`src/hw/rtl/mac_al_pkg.sv`:
```
// MAC allowlist table: shared constants, state encoding and the
// controller/datapath command and status bundles. No dependencies.
package mac_al_pkg;

    localparam int TABLE_DEPTH = 64;
    localparam int IDX_W       = (TABLE_DEPTH > 1) ? $clog2(TABLE_DEPTH) : 1;
    localparam int MAC_W       = 48;
    localparam int PORT_W      = 4;
    localparam int CNT_W       = 7;
    localparam int S_TDATA_W   = 56;
    localparam int M_TDATA_W   = 16;

    localparam logic CMD_INSERT = 1'b0;
    localparam logic CMD_LOOKUP = 1'b1;

    localparam logic STATUS_OK   = 1'b0;
    localparam logic STATUS_FULL = 1'b1;

    typedef enum logic [2:0] {
        ST_IDLE,
        ST_SETUP,
        ST_SCAN,
        ST_CHECK,
        ST_RESULT
    } mac_al_state_t;

    typedef struct packed {
        logic load_item;
        logic scan_rd;
        logic out_load;
    } mac_al_cmd_t;

    typedef struct packed {
        logic is_lookup;
        logic port_match;
        logic table_empty;
        logic scan_last;
        logic out_free;
    } mac_al_sts_t;

endpackage

```
`src/hw/rtl/mac_al_ctrl.sv`:
```
// MAC allowlist controller: sequences load, table scan and result.
// Depends on mac_al_pkg.
module mac_al_ctrl (
    input  logic                     clk,
    input  logic                     rst_n,
    input  logic                     s_tvalid,
    output logic                     s_tready,
    output mac_al_pkg::mac_al_cmd_t  cmd,
    input  mac_al_pkg::mac_al_sts_t  sts
);
    import mac_al_pkg::*;

    mac_al_state_t state_reg;
    mac_al_state_t state_next;

    always_ff @(posedge clk or negedge rst_n)
    begin
        if (!rst_n)
        begin
            state_reg <= ST_IDLE;
        end
        else
        begin
            state_reg <= state_next;
        end
    end

    always_comb
    begin
        state_next = state_reg;
        s_tready   = 1'b0;
        cmd        = '0;
        unique case (state_reg)
            ST_IDLE:
            begin
                s_tready = 1'b1;
                if (s_tvalid)
                begin
                    cmd.load_item = 1'b1;
                    state_next    = ST_SETUP;
                end
            end
            ST_SETUP:
            begin
                if (sts.is_lookup && sts.port_match && !sts.table_empty)
                begin
                    state_next = ST_SCAN;
                end
                else
                begin
                    state_next = ST_RESULT;
                end
            end
            ST_SCAN:
            begin
                cmd.scan_rd = 1'b1;
                if (sts.scan_last)
                begin
                    state_next = ST_CHECK;
                end
            end
            ST_CHECK:
            begin
                state_next = ST_RESULT;
            end
            ST_RESULT:
            begin
                if (sts.out_free)
                begin
                    cmd.out_load = 1'b1;
                    state_next   = ST_IDLE;
                end
            end
            default:
            begin
                state_next = ST_IDLE;
            end
        endcase
    end

endmodule

```
`src/hw/rtl/mac_al_dp.sv`:
```
// MAC allowlist datapath: request registers, address table memory,
// scan compare, entry count, monitored port and result register.
// Depends on mac_al_pkg.
module mac_al_dp (
    input  logic                                  clk,
    input  logic                                  rst_n,
    input  logic                                  cfg_wr_en,
    input  logic [mac_al_pkg::PORT_W-1:0]         cfg_wr_data,
    input  logic [mac_al_pkg::S_TDATA_W-1:0]      s_tdata,
    input  logic                                  s_tuser,
    output logic                                  m_tvalid,
    input  logic                                  m_tready,
    output logic [mac_al_pkg::M_TDATA_W-1:0]      m_tdata,
    input  mac_al_pkg::mac_al_cmd_t               cmd,
    output mac_al_pkg::mac_al_sts_t               sts
);
    import mac_al_pkg::*;

    logic [MAC_W-1:0]     mem [TABLE_DEPTH];

    logic                 op_reg;
    logic [MAC_W-1:0]     mac_reg;
    logic [PORT_W-1:0]    port_reg;
    logic [PORT_W-1:0]    mon_port_reg;
    logic [CNT_W-1:0]     count_reg;
    logic [CNT_W-1:0]     count_next;
    logic [IDX_W-1:0]     rd_addr_reg;
    logic [MAC_W-1:0]     rd_data_reg;
    logic                 cmp_vld_reg;
    logic                 hit_reg;
    logic                 hit_next;
    logic                 out_vld_reg;
    logic                 out_found_reg;
    logic                 out_status_reg;
    logic [CNT_W-1:0]     out_count_reg;
    logic                 full;
    logic                 wr_en;
    logic [CNT_W-1:0]     last_idx;

    assign full     = (count_reg == CNT_W'(TABLE_DEPTH));
    assign wr_en    = cmd.out_load && (op_reg == CMD_INSERT) && !full;
    assign last_idx = count_reg - CNT_W'(1);

    assign count_next = wr_en ? count_reg + CNT_W'(1) : count_reg;
    assign hit_next   = hit_reg || (cmp_vld_reg && (rd_data_reg == mac_reg));

    assign sts.is_lookup   = (op_reg == CMD_LOOKUP);
    assign sts.port_match  = (port_reg == mon_port_reg);
    assign sts.table_empty = (count_reg == '0);
    assign sts.scan_last   = (CNT_W'(rd_addr_reg) == last_idx);
    assign sts.out_free    = !out_vld_reg || m_tready;

    // request capture
    always_ff @(posedge clk)
    begin
        if (cmd.load_item)
        begin
            op_reg   <= s_tuser;
            mac_reg  <= s_tdata[MAC_W-1:0];
            port_reg <= s_tdata[MAC_W +: PORT_W];
        end
    end

    // table memory, registered read
    always_ff @(posedge clk)
    begin
        if (wr_en)
        begin
            mem[count_reg[IDX_W-1:0]] <= mac_reg;
        end
        if (cmd.scan_rd)
        begin
            rd_data_reg <= mem[rd_addr_reg];
        end
    end

    always_ff @(posedge clk or negedge rst_n)
    begin
        if (!rst_n)
        begin
            mon_port_reg <= '0;
            count_reg    <= '0;
            rd_addr_reg  <= '0;
            cmp_vld_reg  <= 1'b0;
            hit_reg      <= 1'b0;
            out_vld_reg  <= 1'b0;
        end
        else
        begin
            if (cfg_wr_en)
            begin
                mon_port_reg <= cfg_wr_data;
            end
            count_reg   <= count_next;
            cmp_vld_reg <= cmd.scan_rd;
            if (cmd.load_item)
            begin
                rd_addr_reg <= '0;
                hit_reg     <= 1'b0;
            end
            else
            begin
                hit_reg <= hit_next;
                if (cmd.scan_rd)
                begin
                    rd_addr_reg <= rd_addr_reg + IDX_W'(1);
                end
            end
            if (cmd.out_load)
            begin
                out_vld_reg <= 1'b1;
            end
            else if (m_tready)
            begin
                out_vld_reg <= 1'b0;
            end
        end
    end

    always_ff @(posedge clk)
    begin
        if (cmd.out_load)
        begin
            out_found_reg  <= (op_reg == CMD_LOOKUP) && hit_reg;
            out_status_reg <= ((op_reg == CMD_INSERT) && full) ? STATUS_FULL : STATUS_OK;
            out_count_reg  <= count_next;
        end
    end

    assign m_tvalid = out_vld_reg;
    assign m_tdata  = {{(M_TDATA_W - CNT_W - 2){1'b0}}, out_count_reg,
                       out_status_reg, out_found_reg};

endmodule

```
`src/hw/rtl/mac_allowlist_table_core.sv`:
```
// Channel   Dir  Handshake          Payload
// s_*       in   s_tvalid/s_tready  tuser: cmd; tdata: mac, port
// m_*       out  m_tvalid/m_tready  tdata: found, status, entry_count
// cfg_*     in   cfg_wr_en          cfg_wr_data: monitored_port
//
// One request at a time. Inserts and non-scanning lookups skip the table scan.
// A lookup on the monitored port scans all stored entries, one table
// entry read per cycle through the single memory read port.
// The result register lets the next request enter while a result waits.
// Reset clears count, monitored port and handshake state; table contents
// are not cleared. A stalled output holds the block in its result state.
// Top level of the MAC allowlist table; uses mac_al_pkg, mac_al_ctrl, mac_al_dp.
module mac_allowlist_table_core (
    input  logic                                  clk,
    input  logic                                  rst_n,
    input  logic                                  cfg_wr_en,
    input  logic [mac_al_pkg::PORT_W-1:0]         cfg_wr_data,
    input  logic                                  s_tvalid,
    output logic                                  s_tready,
    input  logic [mac_al_pkg::S_TDATA_W-1:0]      s_tdata,  // mac[47:0], port[51:48]
    input  logic                                  s_tuser,  // cmd[0]
    output logic                                  m_tvalid,
    input  logic                                  m_tready,
    output logic [mac_al_pkg::M_TDATA_W-1:0]      m_tdata   // found[0], status[1], count[8:2]
);
    import mac_al_pkg::*;

    mac_al_cmd_t cmd;
    mac_al_sts_t sts;

    mac_al_ctrl u_ctrl (
        .clk      (clk),
        .rst_n    (rst_n),
        .s_tvalid (s_tvalid),
        .s_tready (s_tready),
        .cmd      (cmd),
        .sts      (sts)
    );

    mac_al_dp u_dp (
        .clk         (clk),
        .rst_n       (rst_n),
        .cfg_wr_en   (cfg_wr_en),
        .cfg_wr_data (cfg_wr_data),
        .s_tdata     (s_tdata),
        .s_tuser     (s_tuser),
        .m_tvalid    (m_tvalid),
        .m_tready    (m_tready),
        .m_tdata     (m_tdata),
        .cmd         (cmd),
        .sts         (sts)
    );

    a_count_bound: assert property (@(posedge clk) disable iff (!rst_n)
        m_tvalid |-> (m_tdata[CNT_W+1:2] <= CNT_W'(TABLE_DEPTH)))
        else $error("entry count above table depth");

    a_load_free: assert property (@(posedge clk) disable iff (!rst_n)
        cmd.out_load |-> sts.out_free)
        else $error("result loaded over a pending result");

    a_scan_nonempty: assert property (@(posedge clk) disable iff (!rst_n)
        cmd.scan_rd |-> (!sts.table_empty && sts.is_lookup))
        else $error("scan read without a lookup on a filled table");

    a_one_request: assert property (@(posedge clk) disable iff (!rst_n)
        (s_tvalid && s_tready) |=> !s_tready)
        else $error("second request taken while one is in progress");

endmodule
```
`config.mk`:
```
export PLATFORM = sky130hd
export DESIGN_NAME = mac_allowlist_table_core
export DESIGN_NICKNAME = d
export VERILOG_FILES = /design/src/hw/rtl/mac_al_pkg.sv /design/src/hw/rtl/mac_al_ctrl.sv /design/src/hw/rtl/mac_al_dp.sv /design/src/hw/rtl/mac_allowlist_table_core.sv
export SDC_FILE = /design/constraint.sdc
export NUM_CORES = 2
export LEC_CHECK = 0
export ABC_CLOCK_PERIOD_IN_PS = 5300
export BUFFER_PORTS_ARGS = -buffer_cell sky130_fd_sc_hd__clkbuf_2
export CORE_UTILIZATION = 44
export DETAILED_ROUTE_END_ITERATION = 10
export REMOVE_ABC_BUFFERS = 1
export SLEW_MARGIN = 10
export SYNTH_ARGS = -nofsm -noshare
export SYNTH_HDL_FRONTEND = slang
export SYNTH_HIERARCHICAL = 1
export SYNTH_SLANG_ARGS = --single-unit
```
`constraint.sdc`:
```
create_clock -name clk -period 5.3 [get_ports clk]
set_clock_uncertainty 0.2 [all_clocks]
set_input_delay 1.325 -clock clk [delete_from_list [all_inputs] [get_ports clk]]
set_output_delay 1.325 -clock clk [all_outputs]
set_load 0.05 [all_outputs]
```
==> summary.md <==
| Metric | Value |
|---|---|
| Crit end category | `flop` |
| GP Congestion | `just over 0.8` |
| DRT Wirelength | `336,700 um` |
| Post-synth EDFFs | `3,182` |
| Mapped cell area | `0.1223 sq mm` |
| Hold Crit Class | `input port to asynchronous set/reset pin` |
| Cell mode on critical path | `buf_12` |
| Largest cells by area after synthesis | `edfxtp_1, mux4_2, mux2i_1` |
| CP Launch Point | `u_dp/rd_addr_reg[0]` |
| Most numerous cell in the Yosys netlist | `edfxtp_1` |
| Htree depth | `5` |
| Final ANT Viol Nets | `0` |
| Reg2Reg Depth | `7` |
| Final setup vio count | `0` |
| Final period util | `78.77%` |
| Hold Vio Cnt, Final | `0` |
| Initial Utilization | `44.22%` |
| Post-synth top area cell | `edfxtp_1` |
| Worst path slowest cell | `dfrtp_4` |
| Register area | `just under 0.1 sq mm` |
| GRT Total Usage | `about a quarter` |
| Total setup buffers inserted after CTS | `0` |
| Endpoint of the worst-slack reg-to-reg timing path | `u_dp/rd_data_reg[46]` |
| CTS resizes | `0` |
| Mean area per synthesized cell | `23.04 sq um` |
| Vias per cell | `6.170` |
| Core region area | `0.2765 sq mm` |
| IO Count | `84` |
| Avg WL per Cell | `34.74 um` |
| Largest fanout on the critical path | `42` |
| CP Launch Type | `flop` |
| Slew margin rel. | `14.05%` |
| RR Startpoint | `u_dp/rd_addr_reg[0]` |
| Rows | `193` |
| Outcome | `finished with violations` |
| Setup slack, reg-to-reg | `1.13 ns` |
| Yosys cell types | `58` |
| Final Max Slew Viols | `0` |
| Seq/Total Area, Yosys | `78.63%` |
| Die area | `approximately 0.28 sq mm` |
| Worst path arrival time | `4.57 ns` |
| CP max stage delay | `1.02 ns` |
| YS warnings | `6` |
| Initial antenna violation count | `18` |
| CTS Buf Count | `332` |
| First-pass GRT wire length | `468,200 um` |
| Critical Path RT | `5.70 ns` |
| Final net count | `5,789` |
| TritonCTS clock tree | `done` |
| Share of the synthesized area in the top cell type | `78.16%` |
| # fillers | `21.65k` |
| Min Hold Slack | `0.2072 ns` |
| Worst slew pin tran | `1.288 ns` |
| Largest register FFs | `roughly 3k` |
| Post-synth top cells | `edfxtp_1, mux4_2, mux2i_1, nor2_1, o22ai_1` |
| Max IR drop VDD | `between 0.4 and 0.5 mV` |
| CTS sink cnt | `3,205` |
| Crit path depth | `7` |
| Die Wd | `529.1 um` |
| Setup WS post-layout | `1.125 ns` |
| Initial DRC Count | `between 8k and 9k` |
| RSZ-0062 raised after global routing | `no` |
| CP endpoint | `u_dp/rd_data_reg[46]` |
| Maxcap violations | `0` |
| Latest clock arrival within the worst-skew pair | `0.95 ns` |
| Vias in the first global route | `59.48k` |
| DRT Pass-1 Iters | `9` |
| Seq cells post-synth | `roughly 3.2k` |
| Buf+Inv Stages, Crit Path | `2` |
| Area Growth Syn to Fin | `14.43%` |
| Post-CTS Hold Buffers | `0` |
| Failing checks | `DRC` |
| DRC viols | `4` |
| Final Cell Area | `0.1399 sq mm` |
| Grt ovf | `0` |
| Main flop type after synthesis | `edfxtp_1` |
| Clock Tree Root | `clkbuf_16` |
| WS Path Type | `flop to flop` |
| Routed vias | `59.81k` |
| Worst-path clk slew | `0.06 ns` |
| Tmin final | `4.175 ns` |
| Area of the multi-input gates | `0.02506 sq mm` |
| Power Dens Cells | `401.5 mW/mm^2` |
| Fin util | `50.59%` |
| CP delay by family, top | `compound AO/OA/AOI/OAI gates` |
| Synth Instances | `~5.3k` |
| Setup WS pre-CTS | `0.7377 ns` |
| Die height | `529.1 um` |
| Crit-path cells | `buf_12, buf_12, mux4_2, mux2i_1, nor2_1, a2111oi_0, o31ai_1` |
| Placed Area | `~0.13 sq mm` |
| LEAKAGE | `slightly above 40 nW` |
| I/O Buffers | `72` |
| Total power | `0.05617 W` |
| CTS max path bufs | `4` |
| Async SR Flop Fraction | `0.7176%` |
| HPWL after DPL | `~180,000 um` |
| Pin count of the biggest net entering global routing | `around 110` |
| Layout cell share with drive strength beyond 1 | `27.49%` |
| Fmax achieved | `0.2395 GHz` |
-- how the worst min path moves through the flow --
stage | start | endpoint | slack [ns] | cells after the start
floorplan | u_dp/hit_reg | u_dp/hit_reg | 0.26 | 2
global placement | u_dp/mon_port_reg[1] | u_dp/mon_port_reg[1] | 0.32 | 1
detailed placement | u_dp/mon_port_reg[2] | u_dp/mon_port_reg[2] | 0.32 | 1
CTS | rst_n | u_dp/count_reg[6] | 0.18 | 1
global route | rst_n | u_dp/count_reg[6] | 0.24 | 1
finish | rst_n | u_dp/mon_port_reg[1] | 0.21 | 1
-- power by group --
part	leakage (nW)	switching [W]	total (W)	internal, W
registers	28.9	0.000229	0.0295	0.0292
clock network	5.07	0.00983	0.0225	0.0127
logic	7.50	0.00287	0.00422	0.00135
total	41.5	0.0129	0.0562	0.0432
-- layer usage --
layer / vias up / wire length (um) / track usage [%] / share of wire (%)
met3: 468 / 33310 / 4.567 / 9.9
met4: 4 / 8389 / 6.183 / 2.5
met5: - / 26 / 0 / 0.0077
met2: 3155 / 160500 / 38.23 / 48
met1: 32680 / 134600 / 34.34 / 40
li1: 23500 / - / - / -
-- worst reg2reg max path: stages (launching register included) --
cell	delay, ns
dfrtp_4	1.02
buf_12	0.39
buf_12	0.38
mux4_2	0.59
mux2i_1	0.14
nor2_1	0.07
a2111oi_0	0.95
o31ai_1	0.12
-- per-stage QoR --
| step | TNS [ns] | cells |
|---|---|---|
| CTS | 0 | 9689 |
| global route | 0 | 9689 |
| detailed placement | 0 | 9090 |
| global placement | 0 | 9089 |
| finish | 0 | 9694 |
| floorplan | -4077.88 | 5016 |
-- logic make-up after synthesis --
logic type / after synthesis / share of synthesized area, %
flip-flops: 3205 / 78.63
multiplexers: 1096 / 16.45
AO/OA/AOI/OAI: 346 / 2.036
buffers and inverters: 304 / 1.325
AND/OR/NAND/NOR: 281 / 1.015
XOR/XNOR: 70 / 0.5015
adder cells (fa/ha/maj): 4 / 0.04094
other: 1 / 0.003067
-- cell usage in the layout (no fill, tap or decap), types with 72 or more instances in the layout --
cell type / n
clkbuf_1: 74
buf_12: 76
mux2i_1: 360
clkinv_1: 72
clkbuf_2: 72
clkbuf_16: 333
o22ai_1: 134
mux4_2: 730
buf_4: 220
nor2_1: 93
edfxtp_1: 3182
-- layout make-up --
type,instances,area share (%)
clock buffer,410,6.185
sequential,3205,68.73
multi-input combinational,1804,17.92
antenna,5,0.008944
inverter,7,0.01968
tap,3705,3.314
clock inverter,189,1.281
timing repair buffer,369,2.545
Power figures use the tool's default switching activity.
